File: src/rtl/trd_pkg.sv
// Shared types and codes for the telematics record deframer.
package trd_pkg;

  localparam int unsigned LenW  = 16;
  localparam int unsigned NumW  = 16;
  localparam int unsigned ByteW = 8;
  localparam int unsigned KindW = 2;

  localparam logic [LenW-1:0] MaxLenReset = 16'hFFFF;

  typedef enum logic [KindW-1:0] {
    KIND_HEADER = 2'd0,
    KIND_DATA   = 2'd1,
    KIND_ERROR  = 2'd2
  } trd_kind_e;

  typedef struct packed {
    trd_kind_e        kind;
    logic [LenW-1:0]  rec_len;
    logic [NumW-1:0]  rec_num;
    logic [ByteW-1:0] source_service;
    logic [ByteW-1:0] recipient_service;
    logic [ByteW-1:0] data_byte;
    logic             last_of_record;
  } trd_res_t;

endpackage

File: src/rtl/trd_cfg.sv
// APB register file holding the maximum record length.
module trd_cfg (
  input  logic                      clk_i,
  input  logic                      rst_ni,
  input  logic                      psel,
  input  logic                      penable,
  input  logic                      pwrite,
  input  logic [2:0]                paddr,
  input  logic [31:0]               pwdata,
  output logic [31:0]               prdata,
  output logic                      pready,
  output logic [trd_pkg::LenW-1:0]  max_len_o
);
  import trd_pkg::*;

  localparam logic RegMaxLen = 1'b0;

  logic [LenW-1:0] max_len_q, max_len_d;
  logic            wr_en;

  assign pready = 1'b1;
  assign wr_en  = psel && penable && pwrite && (paddr[2] == RegMaxLen);

  always_comb begin
    max_len_d = max_len_q;
    if (wr_en) begin
      max_len_d = pwdata[LenW-1:0];
    end
  end

  always_ff @(posedge clk_i or negedge rst_ni) begin
    if (!rst_ni) begin
      max_len_q <= MaxLenReset;
    end else begin
      max_len_q <= max_len_d;
    end
  end

  always_comb begin
    prdata = '0;
    if (paddr[2] == RegMaxLen) begin
      prdata = {{(32-LenW){1'b0}}, max_len_q};
    end
  end

  assign max_len_o = max_len_q;
endmodule

File: src/rtl/trd_parser.sv
// Record header parser: per-byte state update and result decode.
module trd_parser (
  input  logic                       clk_i,
  input  logic                       rst_ni,
  input  logic                       step_i,
  input  logic [trd_pkg::ByteW-1:0]  byte_i,
  input  logic                       end_i,
  input  logic [trd_pkg::LenW-1:0]   max_len_i,
  output logic                       res_vld_o,
  output trd_pkg::trd_res_t          res_o
);
  import trd_pkg::*;

  localparam logic [3:0] PH_LEN_LO = 4'd0;
  localparam logic [3:0] PH_LEN_HI = 4'd1;
  localparam logic [3:0] PH_NUM_LO = 4'd2;
  localparam logic [3:0] PH_NUM_HI = 4'd3;
  localparam logic [3:0] PH_FLAGS  = 4'd4;
  localparam logic [3:0] PH_SKIP   = 4'd5;
  localparam logic [3:0] PH_SRC    = 4'd6;
  localparam logic [3:0] PH_RCP    = 4'd7;
  localparam logic [3:0] PH_DATA   = 4'd8;

  logic [3:0]       phase_q, phase_d;
  logic [1:0]       skip_q, skip_d;
  logic [2:0]       flags_q, flags_d;
  logic [2:0]       flags_clr;
  logic [LenW-1:0]  len_q, len_d;
  logic [NumW-1:0]  num_q, num_d;
  logic [ByteW-1:0] src_q, src_d;
  logic [ByteW-1:0] rcp_q, rcp_d;
  logic [LenW-1:0]  left_q, left_d;
  logic             disc_q, disc_d;
  logic             in_hdr;
  logic             err;
  logic             emit;
  trd_kind_e        kind;
  logic [ByteW-1:0] dbyte;
  logic             last;

  assign flags_clr = flags_q & (flags_q - 3'd1);

  always_comb begin
    phase_d = phase_q;
    skip_d  = skip_q;
    flags_d = flags_q;
    len_d   = len_q;
    num_d   = num_q;
    src_d   = src_q;
    rcp_d   = rcp_q;
    left_d  = left_q;
    disc_d  = disc_q;
    in_hdr  = 1'b0;
    err     = 1'b0;
    emit    = 1'b0;
    kind    = KIND_HEADER;
    dbyte   = '0;
    last    = 1'b0;
    if (disc_q) begin
      if (end_i) begin
        disc_d  = 1'b0;
        phase_d = PH_LEN_LO;
      end
    end else begin
      unique case (phase_q)
        PH_LEN_LO: begin
          len_d   = {8'h00, byte_i};
          phase_d = PH_LEN_HI;
          in_hdr  = 1'b1;
        end
        PH_LEN_HI: begin
          len_d = {byte_i, len_q[7:0]};
          if ({byte_i, len_q[7:0]} > max_len_i) begin
            err     = 1'b1;
            disc_d  = !end_i;
            phase_d = PH_LEN_LO;
          end else begin
            phase_d = PH_NUM_LO;
            in_hdr  = 1'b1;
          end
        end
        PH_NUM_LO: begin
          num_d   = {8'h00, byte_i};
          phase_d = PH_NUM_HI;
          in_hdr  = 1'b1;
        end
        PH_NUM_HI: begin
          num_d   = {byte_i, num_q[7:0]};
          phase_d = PH_FLAGS;
          in_hdr  = 1'b1;
        end
        PH_FLAGS: begin
          flags_d = byte_i[2:0];
          skip_d  = 2'd0;
          phase_d = (|byte_i[2:0]) ? PH_SKIP : PH_SRC;
          in_hdr  = 1'b1;
        end
        PH_SKIP: begin
          skip_d = skip_q + 2'd1;
          if (skip_q == 2'd3) begin
            flags_d = flags_clr;
            phase_d = (|flags_clr) ? PH_SKIP : PH_SRC;
          end
          in_hdr = 1'b1;
        end
        PH_SRC: begin
          src_d   = byte_i;
          phase_d = PH_RCP;
          in_hdr  = 1'b1;
        end
        PH_RCP: begin
          rcp_d   = byte_i;
          left_d  = len_q;
          phase_d = PH_LEN_LO;
          if (len_q == '0) begin
            emit = 1'b1;
            last = 1'b1;
          end else if (end_i) begin
            err = 1'b1;
          end else begin
            emit    = 1'b1;
            phase_d = PH_DATA;
          end
        end
        PH_DATA: begin
          kind  = KIND_DATA;
          dbyte = byte_i;
          if (left_q <= 16'd1) begin
            left_d  = '0;
            emit    = 1'b1;
            last    = 1'b1;
            phase_d = PH_LEN_LO;
          end else begin
            left_d = left_q - 16'd1;
            if (end_i) begin
              err     = 1'b1;
              phase_d = PH_LEN_LO;
            end else begin
              emit = 1'b1;
            end
          end
        end
        default: begin
          phase_d = PH_LEN_LO;
        end
      endcase
      if (in_hdr && end_i) begin
        err     = 1'b1;
        phase_d = PH_LEN_LO;
      end
    end
  end

  always_comb begin
    res_vld_o = emit || err;
    res_o     = '0;
    if (err) begin
      res_o.kind = KIND_ERROR;
    end else begin
      res_o.kind              = kind;
      res_o.rec_len           = len_d;
      res_o.rec_num           = num_d;
      res_o.source_service    = src_d;
      res_o.recipient_service = rcp_d;
      res_o.data_byte         = dbyte;
      res_o.last_of_record    = last;
    end
  end

  always_ff @(posedge clk_i or negedge rst_ni) begin
    if (!rst_ni) begin
      phase_q <= PH_LEN_LO;
      skip_q  <= '0;
      flags_q <= '0;
      len_q   <= '0;
      num_q   <= '0;
      src_q   <= '0;
      rcp_q   <= '0;
      left_q  <= '0;
      disc_q  <= 1'b0;
    end else if (step_i) begin
      phase_q <= phase_d;
      skip_q  <= skip_d;
      flags_q <= flags_d;
      len_q   <= len_d;
      num_q   <= num_d;
      src_q   <= src_d;
      rcp_q   <= rcp_d;
      left_q  <= left_d;
      disc_q  <= disc_d;
    end
  end
endmodule

File: src/rtl/telematics_record_deframer.sv
// Top level of the telematics record deframer: input stage, parser, result register.
//
//  port group | dir | word
//  -----------+-----+-------------------------------------------------
//  s_axis     | in  | one buffer byte, tlast marks the buffer end
//  m_axis     | out | header, data byte or error; tlast ends a record
//  apb        | in  | max_record_length at byte address 0
//
// One word per cycle sustained while m_axis is not stalled; a byte passes the
// input register, then the result register, on its way to m_axis. Parser state
// updates in the same cycle a byte leaves the input register. Reset clears
// control state and sets the maximum length to 65535. A stalled m_axis holds
// its word; s_axis still takes one more word into the input register meanwhile.
module telematics_record_deframer (
  input  logic        clk_i,
  input  logic        rst_ni,
  input  logic        s_axis_tvalid,
  output logic        s_axis_tready,
  input  logic [7:0]  s_axis_tdata,   // in_byte
  input  logic        s_axis_tlast,
  output logic        m_axis_tvalid,
  input  logic        m_axis_tready,
  // rec_len, rec_num, source_service, recipient_service, data_byte
  output logic [55:0] m_axis_tdata,
  output logic [1:0]  m_axis_tuser,   // kind
  output logic        m_axis_tlast,
  input  logic        psel,
  input  logic        penable,
  input  logic        pwrite,
  input  logic [2:0]  paddr,
  input  logic [31:0] pwdata,
  output logic [31:0] prdata,
  output logic        pready
);
  import trd_pkg::*;

  logic             in_vld_q, in_vld_d;
  logic [ByteW-1:0] in_byte_q;
  logic             in_end_q;
  logic             out_vld_q, out_vld_d;
  trd_res_t         out_res_q;
  trd_res_t         res;
  logic             res_vld;
  logic             adv;
  logic             s_acc;
  logic [LenW-1:0]  max_len;

  trd_cfg u_cfg (
    .clk_i     (clk_i),
    .rst_ni    (rst_ni),
    .psel      (psel),
    .penable   (penable),
    .pwrite    (pwrite),
    .paddr     (paddr),
    .pwdata    (pwdata),
    .prdata    (prdata),
    .pready    (pready),
    .max_len_o (max_len)
  );

  trd_parser u_parser (
    .clk_i     (clk_i),
    .rst_ni    (rst_ni),
    .step_i    (adv),
    .byte_i    (in_byte_q),
    .end_i     (in_end_q),
    .max_len_i (max_len),
    .res_vld_o (res_vld),
    .res_o     (res)
  );

  assign adv           = in_vld_q && (!out_vld_q || m_axis_tready);
  assign s_axis_tready = !in_vld_q || adv;
  assign s_acc         = s_axis_tvalid && s_axis_tready;

  always_comb begin
    in_vld_d = in_vld_q;
    if (s_acc) begin
      in_vld_d = 1'b1;
    end else if (adv) begin
      in_vld_d = 1'b0;
    end
    out_vld_d = adv ? res_vld : (out_vld_q && !m_axis_tready);
  end

  always_ff @(posedge clk_i or negedge rst_ni) begin
    if (!rst_ni) begin
      in_vld_q  <= 1'b0;
      out_vld_q <= 1'b0;
    end else begin
      in_vld_q  <= in_vld_d;
      out_vld_q <= out_vld_d;
    end
  end

  always_ff @(posedge clk_i) begin
    if (s_acc) begin
      in_byte_q <= s_axis_tdata;
      in_end_q  <= s_axis_tlast;
    end
    if (adv && res_vld) begin
      out_res_q <= res;
    end
  end

  assign m_axis_tvalid = out_vld_q;
  assign m_axis_tuser  = out_res_q.kind;
  assign m_axis_tlast  = out_res_q.last_of_record;
  assign m_axis_tdata  = {out_res_q.data_byte, out_res_q.recipient_service,
                          out_res_q.source_service, out_res_q.rec_num,
                          out_res_q.rec_len};
endmodule
File: config.mk
export PLATFORM = sky130hd
export DESIGN_NAME = telematics_record_deframer
export DESIGN_NICKNAME = d
export VERILOG_FILES = /design/src/rtl/trd_pkg.sv /design/src/rtl/trd_cfg.sv /design/src/rtl/trd_parser.sv /design/src/rtl/telematics_record_deframer.sv
export SDC_FILE = /design/constraint.sdc
export NUM_CORES = 1
export LEC_CHECK = 0
export BUFFER_PORTS_ARGS = -buffer_cell sky130_fd_sc_hd__buf_2
export CAP_MARGIN = 25
export CELL_PAD_IN_SITES_DETAIL_PLACEMENT = 0
export CELL_PAD_IN_SITES_GLOBAL_PLACEMENT = 1
export CORE_MARGIN = 2
export CORE_UTILIZATION = 48
export CTS_CLUSTER_DIAMETER = 40
export CTS_CLUSTER_SIZE = 28
export DETAILED_ROUTE_END_ITERATION = 12
export GPL_ROUTABILITY_DRIVEN = 0
export PLACE_DENSITY_LB_ADDON = 0.2
export SYNTH_ARGS = -nofsm -noshare
export SYNTH_HDL_FRONTEND = slang
export SYNTH_SLANG_ARGS = --single-unit
File: constraint.sdc
create_clock -name clk_i -period 6.4 [get_ports clk_i]
set_input_delay 1.28 -clock clk_i [delete_from_list [all_inputs] [get_ports clk_i]]
set_output_delay 1.28 -clock clk_i [all_outputs]
set_load 0.02 [all_outputs]
Word-level counts from Yosys, hierarchy flattened
Index checks and enable logic that the tools add are counted.
{"block": "totals", "register_bits": 160, "latchBits": 0, "ram_bits": 0, "romBits": 0, "inputBits": 51, "output_inout_bits": 94, "word_cells": 122, "n_memories": 0}
{"block": "op_classes", "add_sub_neg": 3, "mul": 0, "n_div": 0, "order_cmp": 2, "eq_ne": 11, "shift": 0, "mux": 51, "bitwise": 4, "reduce_logical": 29}
{"op": "16-bit case mux with 2 select lines", "count": 3}
{"op": "16-bit two-way mux", "count": 4}
{"op": "4-bit case mux with 9 select lines", "count": 1}
{"op": "8-bit two-way mux", "count": 4}
{"op": "4-bit two-way mux", "count": 7}
{"op": "1-bit two-way mux", "count": 21}
{"op": "4-bit by 3-bit == test with 1-bit output (second input constant)", "count": 4}
{"op": "16-bit > comparator", "count": 1}
{"op": "16-bit by 1-bit less-or-equal comparator with 1-bit output (second input constant)", "count": 1}
{"op": "16-bit zero test", "count": 1}
{"op": "16-bit by 1-bit subtractor with 16-bit output (second input constant)", "count": 1}
{"op": "3-bit OR reduction", "count": 3}
{"op": "4-bit by 2-bit == test with 1-bit output (second input constant)", "count": 2}
{"op": "1-bit logical AND", "count": 8}
{"op": "2-bit two-way mux", "count": 4}
{"op": "1-bit case mux with 2 select lines", "count": 3}
{"op": "3-bit case mux with 2 select lines", "count": 1}
{"op": "3-bit AND reduction", "count": 2}
{"op": "2-bit nonzero test", "count": 3}
{"op": "6-bit OR reduction", "count": 1}
{"op": "4-bit by 1-bit == test with 1-bit output (second input constant)", "count": 1}
{"op": "4-bit == test (second input constant)", "count": 1}
{"op": "1-bit zero test", "count": 4}
{"op": "4-bit zero test", "count": 1}
{"op": "14 further kinds", "count": 18}

Logic depth before layout (Yosys ltp)
Gate-level depths: netlist of run 1.
{"block": "depth", "depth_word": 9, "depth_mapped": 10, "ltp_nobuf": 9}

Modules after synthesis
Synthesis of run 1 repeated with hierarchy kept, for this count alone.
{"block": "hier_totals", "cells_unflattened": 708, "area_unflattened_um2": 7878.8}
{"module": "trd_parser", "instances": 1, "cells_per_inst": 560, "area_per_inst_um2": 4805.9, "seq_area_each_um2": 1851.8}
{"module": "telematics_record_deframer", "instances": 1, "cells_per_inst": 78, "area_per_inst_um2": 2153.3, "seq_area_each_um2": 2092.0}
{"module": "trd_cfg", "instances": 1, "cells_per_inst": 70, "area_per_inst_um2": 919.6, "seq_area_each_um2": 420.4}

Least setup slack after synthesis of run 1
Ideal clock, no wire load.
{"block": "synth_timing", "kind": "flip-flop to flip-flop", "start": "register u_cfg.max_len_q[7], in the netlist u_cfg.max_len_o[7]", "end": "register out_res_q, in the netlist m_axis_tdata[0], enable pin", "setup_ns": 0.415, "t_arrival_ns": 3.269, "t_required_ns": 5.985, "setup_slack_ns": 2.715, "path_stages_with_launch": 10, "n_path_buf": 0, "period_less_slack_ns": 3.685, "cell_sequence": "dfstp_2 -> inv_1 -> ha_1 -> a41o_1 -> a21oi_1 -> nor3_2 -> a211oi_4 -> a31oi_4 -> nand2_1 -> a21o_1"}
{"block": "synth_between", "elab_chain_cells": 9, "elab_cells_between_ends": 11, "classes_between": "order compare: 1; mux: 7; reduce/logical: 3"}
{"item": "start: declaration", "line_no": "trd_cfg.sv:18", "source": "logic [LenW-1:0] max_len_q, max_len_d;"}
{"item": "start signal: assignment", "line_no": "trd_cfg.sv:33", "source": "max_len_q <= MaxLenReset;"}
{"item": "start signal: assignment", "line_no": "trd_cfg.sv:35", "source": "max_len_q <= max_len_d;"}
{"item": "16-bit > comparator (*)", "line_no": "trd_parser.sv:73", "source": "if ({byte_i, len_q[7:0]} > max_len_i) begin"}
{"item": "1-bit two-way mux", "line_no": "trd_parser.sv:73"}
{"item": "1-bit case mux with 2 select lines", "line_no": "trd_parser.sv:65", "source": "unique case (phase_q)"}
{"item": "1-bit two-way mux", "line_no": "trd_parser.sv:59", "source": "if (disc_q) begin"}
{"item": "1-bit logical AND", "line_no": "trd_parser.sv:147", "source": "if (in_hdr && end_i) begin"}
{"item": "1-bit two-way mux (*)", "line_no": "trd_parser.sv:147"}
{"item": "1-bit two-way mux (*)", "line_no": "trd_parser.sv:59"}
{"item": "1-bit logical OR (*)", "line_no": "trd_parser.sv:155", "source": "res_vld_o = emit || err;"}
{"item": "1-bit logical AND (*)", "line_no": "telematics_record_deframer.sv:101", "source": "if (adv && res_vld) begin"}
{"item": "end signal: assignment", "line_no": "telematics_record_deframer.sv:102", "source": "out_res_q <= res;"}
{"item": "end: declaration", "line_no": "telematics_record_deframer.sv:41", "source": "trd_res_t out_res_q;"}
Mark *: on every way between the ends. The rest lies on a longest branch, timed or not. The select of a mux whose other input is x is not followed.
A chain may end at the register's enable or synchronous reset.

Worst setup path after layout of run 1
{"block": "layout_timing", "start": "register in_byte_q[5]", "end": "register out_res_q, in the netlist m_axis_tdata[14], enable pin"}
{"block": "layout_between", "elab_chain_cells": 9, "elab_cells_between_ends": 11, "classes_between": "order compare: 1; mux: 7; reduce/logical: 3"}
{"item": "start: declaration", "line_no": "telematics_record_deframer.sv:38", "source": "logic [ByteW-1:0] in_byte_q;"}
{"item": "start signal: assignment", "line_no": "telematics_record_deframer.sv:98", "source": "in_byte_q <= s_axis_tdata;"}
{"item": "16-bit > comparator (*)", "line_no": "trd_parser.sv:73"}
{"item": "1-bit two-way mux", "line_no": "trd_parser.sv:73"}
{"item": "1-bit case mux with 2 select lines", "line_no": "trd_parser.sv:65"}
{"item": "1-bit two-way mux", "line_no": "trd_parser.sv:59"}
{"item": "1-bit logical AND", "line_no": "trd_parser.sv:147"}
{"item": "1-bit two-way mux (*)", "line_no": "trd_parser.sv:147"}
{"item": "1-bit two-way mux (*)", "line_no": "trd_parser.sv:59"}
{"item": "1-bit logical OR (*)", "line_no": "trd_parser.sv:155"}
{"item": "1-bit logical AND (*)", "line_no": "telematics_record_deframer.sv:101"}
Marks and branches as above.

==> flow_metrics.tcl, run 1 <==
set metrics [dict create \
    min_period_ns 3.96 \
    cts_setup_buffers 0 \
    cts_tree "done" \
    ir_drop_mv 0.218 \
    multi_input_area_um2 3140 \
    regToRegEndpoint "m_axis_tdata[14]$_SDFFCE_PP0P_" \
    wl_um 17900 \
    area_growth_pct 15.8 \
    coreArea_um2 15900 \
    tightest_slew_ns 0.849 \
    postCtsResizedCells 0 \
    yosys.cell_types.count 61 \
    cellPowerDensity_nw_per_um2 462 \
    drive_above_1_share 0.317 \
    worst_slack_ns 2.44 \
    ant_nets 0 \
    routedWlPerCell_um 18.4 \
    final.setup.tns_ns 0 \
    min_path_cells 2 \
    start_kind "register" \
    cts-hold-fix-buffers 0 \
    async_flop_share 0.575 \
    grt_overflow 0 \
    finalCritPeriodShare 0.618 \
    reg2reg_from "in_byte_q[5]$_DFFE_PP_" \
    fin_nets 813 \
    die_h_um 132 \
    startpoint "in_byte_q[5]$_DFFE_PP_" \
    crit_fanout 46 \
    cp_data_required_time_ns 6.46 \
    hold_class "reg2reg" \
    synth_cells 649 \
    die_area_um2 17400 \
    yosys_warnings 0 \
    slew_headroom 0.431 \
    vias_per_cell 5.63 \
    rr_worst_depth 9 \
    diodes 0 \
    ios 145 \
    clk_latency_ns 0.43 \
    grt_pass1_vias 5438 \
    start_util 0.492 \
    ys_seq_area_frac 0.557 \
    drc 0 \
    ys.flop_type "dfrtp_1" \
    n_fill_cell 1369 \
    antenna_found_initial 0 \
    skew_ns 0.0123 \
    grt_max_degree 82 \
    grt_pass1_wl_um 29200 \
    crit_end "m_axis_tdata[14]$_SDFFCE_PP0P_" \
    ctsRootBufferMaster "clkbuf_16" \
    drt_iter0_drc 429 \
    power_leakage_uw 0.00394 \
    port-buffer-count 109 \
    ys_ff_latch 160 \
    maxSlewViolCount 0 \
    hold_violations 0 \
    rsz0062_at_grt "false" \
    netlist_area_um2 7840 \
    cts_buffer_depth 2 \
    end_kind "register" \
    numCtsBuffers 17 \
    rrSetupSlack_ns 2.44 \
    regArea_um2 4360 \
    outcome "finished clean" \
    drtPass1Iterations 5 \
    synth_edf_count 68 \
    syn_avg_cell_area_um2 12.1 \
    dp_slack_ns 2.48 \
    h-tree-depth 4 \
    setup_viol 0 \
    rows 46 \
    dieWidth_um 132 \
    hpwl_um 12100 \
    vias 5473 \
    arrival_ns 4.02 \
    track_usage 0.213 \
    critical_path_class "reg2reg" \
    max-cap-violations 0 \
    clock-sinks 160 \
    fmax_mhz 253 \
    clk_pin_slew_ns 0.06 \
]
-- through the flow --
stage          instance area [um^2]  utilization  hold slack (ns)  power [uW]  instances
2_1_floorplan                  7900            -            0.454        2740        664
5_1_grt                        9080        0.570            0.515        4430        972
4_1_cts                        9050        0.568            0.494        4210        971
3_5_place_dp                   8440        0.529            0.480        3140        939
6_report                       9080        0.570            0.486        4200        972
3_3_place_gp                   8440        0.529            0.468        3090        939
-- kinds of logic after synthesis --
kind of cell,synth area share
flip-flops,0.557
multiplexers,0.0689
AO/OA/AOI/OAI,0.174
AND/OR/NAND/NOR,0.117
adder cells (fa/ha/maj),0.0316
buffers and inverters,0.0506
other,0.000958
-- power by group --
group | switching, uW | total (uW) | internal [uW]
Clock | 411 | 1060 | 653
Combinational | 885 | 1440 | 559
Sequential | 239 | 1690 | 1450
-- cells in the mapped netlist (3+ instances only) --
cell	instances	area share
nor4_4	3	0.0081
nor3_1	14	0.0089
edfxtp_1	68	0.26
a32oi_1	3	0.0034
mux2_2	48	0.069
buf_4	18	0.017
o21ai_0	37	0.024
and2_1	7	0.0056
inv_1	24	0.011
nor3_2	5	0.0064
a21o_1	3	0.0029
ha_1	19	0.030
and3_4	4	0.0057
dfrtp_1	76	0.24
a22oi_1	26	0.025
nand2_1	32	0.015
buf_6	4	0.0057
dfstp_2	16	0.054
o31ai_4	4	0.011
nor2_1	56	0.027
a21oi_1	18	0.011
nor4_1	5	0.0040
buf_2	5	0.0032
and3_1	9	0.0072
a31oi_1	5	0.0040
nand2b_1	7	0.0056
o21ai_1	8	0.0051
nand3_1	4	0.0026
nor2b_1	5	0.0040
a22o_1	49	0.055
clkbuf_1	26	0.012
-- state kept, by name (all words and copies together) (netlist names), 4 cells and up --
signal,flops
m_axis_tdata,56
u_cfg.max_len_o,16
u_parser.left_q,16
u_parser.len_q,16
u_parser.num_q,16
in_byte_q,8
u_parser.rcp_q,8
u_parser.src_q,8
u_parser.phase_q,4
-- worst min path at each step --
| stage | end | startpoint | slack, ns |
|---|---|---|---|
| after floorplan | u_parser.skip_q[1]$_DFFE_PN0P_ | u_parser.skip_q[1]$_DFFE_PN0P_ | 0.45 |
| after CTS | u_parser.skip_q[1]$_DFFE_PN0P_ | u_parser.skip_q[1]$_DFFE_PN0P_ | 0.49 |
| final | u_parser.skip_q[1]$_DFFE_PN0P_ | u_parser.skip_q[1]$_DFFE_PN0P_ | 0.49 |
| after detailed placement | u_parser.skip_q[1]$_DFFE_PN0P_ | u_parser.skip_q[1]$_DFFE_PN0P_ | 0.48 |
| after global placement | u_parser.skip_q[1]$_DFFE_PN0P_ | u_parser.skip_q[1]$_DFFE_PN0P_ | 0.47 |
| after global routing | u_parser.num_q[10]$_DFFE_PN0P_ | u_parser.num_q[10]$_DFFE_PN0P_ | 0.52 |
-- worst max-delay path: stages, from the launching register on --
cell      delay [ns]
edfxtp_1        0.82
ha_1            0.38
a211o_1         0.27
o211ai_1        0.09
o211ai_1        0.17
a211oi_4        0.45
a31oi_4         0.25
nand2_1         0.17
a21o_2          0.39
buf_4           0.55
-- routing by layer --
layer  share of wire  track usage  vias up
li1                -            -     2566
met1            0.45        0.287     2678
met2            0.48        0.347      207
met3           0.058       0.0465       22
met4           0.014       0.0688        0
met5               0            0        -
-- cell type report --
class / instances / area share
Clock buffer: 19 / 0.0477
Timing Repair Buffer: 113 / 0.0659
Sequential cell: 160 / 0.481
Inverter: 25 / 0.0103
Tap cell: 216 / 0.0298
Clock inverter: 13 / 0.0201
Multi-Input combinational cell: 426 / 0.346
-- cells in the final DEF (no fill, tap or decap), types with 5 or more instances in the layout --
cell type and count:
and2_1 7, inv_1 24, a22o_1 49, o21ai_1 8, clkbuf_16 17, edfxtp_1 68, nand2b_1 7, a31oi_1 5
o21ai_0 37, ha_1 19, nor2_1 56, nor4_1 5, nor3_1 14, nor2b_1 5, and3_1 9, mux2_2 48
nand2_1 32, nor3_2 5, buf_2 108, dfstp_2 16, a22oi_1 26, dfrtp_1 76, a21oi_1 18, conb_1 17
No activity file was read; power rests on OpenSTA's default activity.
==> run 2, diff against run 1 <==
--- a/config.mk
+++ b/config.mk
@@ -10,7 +10,7 @@
 export CELL_PAD_IN_SITES_DETAIL_PLACEMENT = 0
 export CELL_PAD_IN_SITES_GLOBAL_PLACEMENT = 1
 export CORE_MARGIN = 2
-export CORE_UTILIZATION = 48
+export CORE_UTILIZATION = 40
 export CTS_CLUSTER_DIAMETER = 40
 export CTS_CLUSTER_SIZE = 28
 export DETAILED_ROUTE_END_ITERATION = 12
==> constraint.sdc (replaced) <==
create_clock -name clk_i -period 3.6 [get_ports clk_i]
set_input_delay 0.72 -clock clk_i [delete_from_list [all_inputs] [get_ports clk_i]]
set_output_delay 0.72 -clock clk_i [all_outputs]
set_load 0.02 [all_outputs]
==> flow_metrics.tcl, run 2 (synthesis gave the netlist of run 1 again) <==
set metrics [dict create \
    outcome "finished clean" \
    cts_setup_buffers 0 \
    final.setup.tns_ns 0 \
    hpwl_um 13000 \
    final_cell_mix "buf_2 (108), dfrtp_1 (76), edfxtp_1 (68), nor2_1 (56), a22o_1 (49)" \
    crit_chain "inv_1, ha_1, and4_1, a21oi_1, o211ai_1, a211oi_4, a31oi_4, nand2_1, a21o_2, buf_4" \
    hold_ws_ns 0.269 \
    wl_um 18700 \
    hold_class "in2async" \
    largest_reg_flops 56 \
    postPlaceCellArea_um2 8620 \
    ctsRootBufferMaster "clkbuf_16" \
    area_growth_pct 17.6 \
    cp_slowest_stage_delay_ns 0.53 \
    clk_latency_ns 0.43 \
    drtPass1Iterations 7 \
    ir_drop_mv 0.418 \
    fin_nets 827 \
    clk_pin_slew_ns 0.06 \
    cellPowerDensity_nw_per_um2 805 \
    arrival_ns 3.27 \
    track_usage 0.186 \
    diodes 0 \
    drc 0 \
    ant_nets 0 \
    vias 5547 \
    finalCritPeriodShare 0.879 \
    cts_buffer_depth 2 \
    cts-hold-fix-buffers 0 \
    grt_max_degree 78 \
    setup_viol 0 \
    dieWidth_um 144 \
    cp.buffers_inverters 2 \
    die_area_um2 20700 \
    crit_slowest_cell "dfstp_2" \
    rsz0062_at_grt "false" \
    rr_worst_depth 10 \
    crit_fanout 21 \
    tightest_slew_ns 0.852 \
    drt_iter0_drc 393 \
    die_h_um 144 \
    start_util 0.406 \
    clock-sinks 160 \
    routedWlPerCell_um 18.1 \
    skew_ns 0.00824 \
    start_kind "register" \
    cts_tree "done" \
    maxSlewViolCount 0 \
    min_period_ns 3.16 \
    postCtsResizedCells 0 \
    cp.depth 10 \
    vias_per_cell 5.36 \
    port-buffer-count 109 \
    critical_path_class "reg2reg" \
    cp_top_family "compound AO/OA/AOI/OAI gates" \
    grt_overflow 0 \
    power_leakage_uw 0.00400 \
    grt_pass1_wl_um 29300 \
    antenna_found_initial 0 \
    fin_area_um2 9220 \
    slew_headroom 0.427 \
    rows 51 \
    max-cap-violations 0 \
    hold_violations 0 \
    fmax_mhz 316 \
    coreArea_um2 19300 \
    h-tree-depth 4 \
    numCtsBuffers 17 \
    end_kind "register" \
    ios 145 \
    grt_pass1_vias 5439 \
    drive_above_1_share 0.332 \
    final_common_cell "buf_2" \
    cp_data_required_time_ns 3.71 \
]
run 2: metrics by stage:
stage                     utilization  total power, uW  instances  setup slack, ns
after floorplan                     -             4870        664            0.421
after global placement          0.446             5590       1002            0.507
after detailed placement        0.446             5680       1002            0.461
after CTS                       0.476             7480       1034            0.441
after global routing            0.477             7850       1035            0.297
final                           0.477             7420       1035            0.437
run 2: worst paths after layout:
path / start / to / slack (ns)
setup / recovery: u_cfg.max_len_o[15]$_DFFE_PN1P_ / m_axis_tdata[32]$_SDFFCE_PP0P_ / 0.44
hold / removal: rst_ni / u_parser.num_q[0]$_DFFE_PN0P_ / 0.27
setup reg to reg: u_cfg.max_len_o[15]$_DFFE_PN1P_ / m_axis_tdata[32]$_SDFFCE_PP0P_ / 0.44
hold reg to reg: u_parser.skip_q[1]$_DFFE_PN0P_ / u_parser.skip_q[1]$_DFFE_PN0P_ / 0.50
max in group asynchronous: rst_ni / u_cfg.max_len_o[14]$_DFFE_PN1P_ / 2.62
min in group clk_i: s_axis_tdata[6] / in_byte_q[6]$_DFFE_PP_ / 0.47
run 2: report_power, final:
part	switching, uW	internal (uW)
Sequential	361	2580
Combinational	1670	1040
Clock	767	1010
run 2: area by class of cell:
type / instances / area, um^2
tap: 265 / 332
fill: 1726 / 10100
timing repair buffer: 127 / 708
multi-input combinational: 426 / 3140
sequential: 160 / 4360
inverter: 25 / 93.8
clock inverter: 12 / 125
clock buffer: 20 / 458
run 2: worst reg2reg max path, cell delays in order, from the launching register on:
cell      delay, ns
dfstp_2        0.53
inv_1          0.06
ha_1           0.30
and4_1         0.24
a21oi_1        0.14
o211ai_1       0.15
a211oi_4       0.45
a31oi_4        0.26
nand2_1        0.19
a21o_2         0.22
buf_4          0.30
run 2: routing by layer:
| metal | wire, um | track usage | vias to the layer above |
|---|---|---|---|
| li1 | - | - | 2605 |
| met1 | 8450 | 0.258 | 2716 |
| met2 | 8850 | 0.295 | 209 |
| met3 | 1180 | 0.0387 | 17 |
| met5 | 0 | 0 | - |
| met4 | 236 | 0.0531 | 0 |
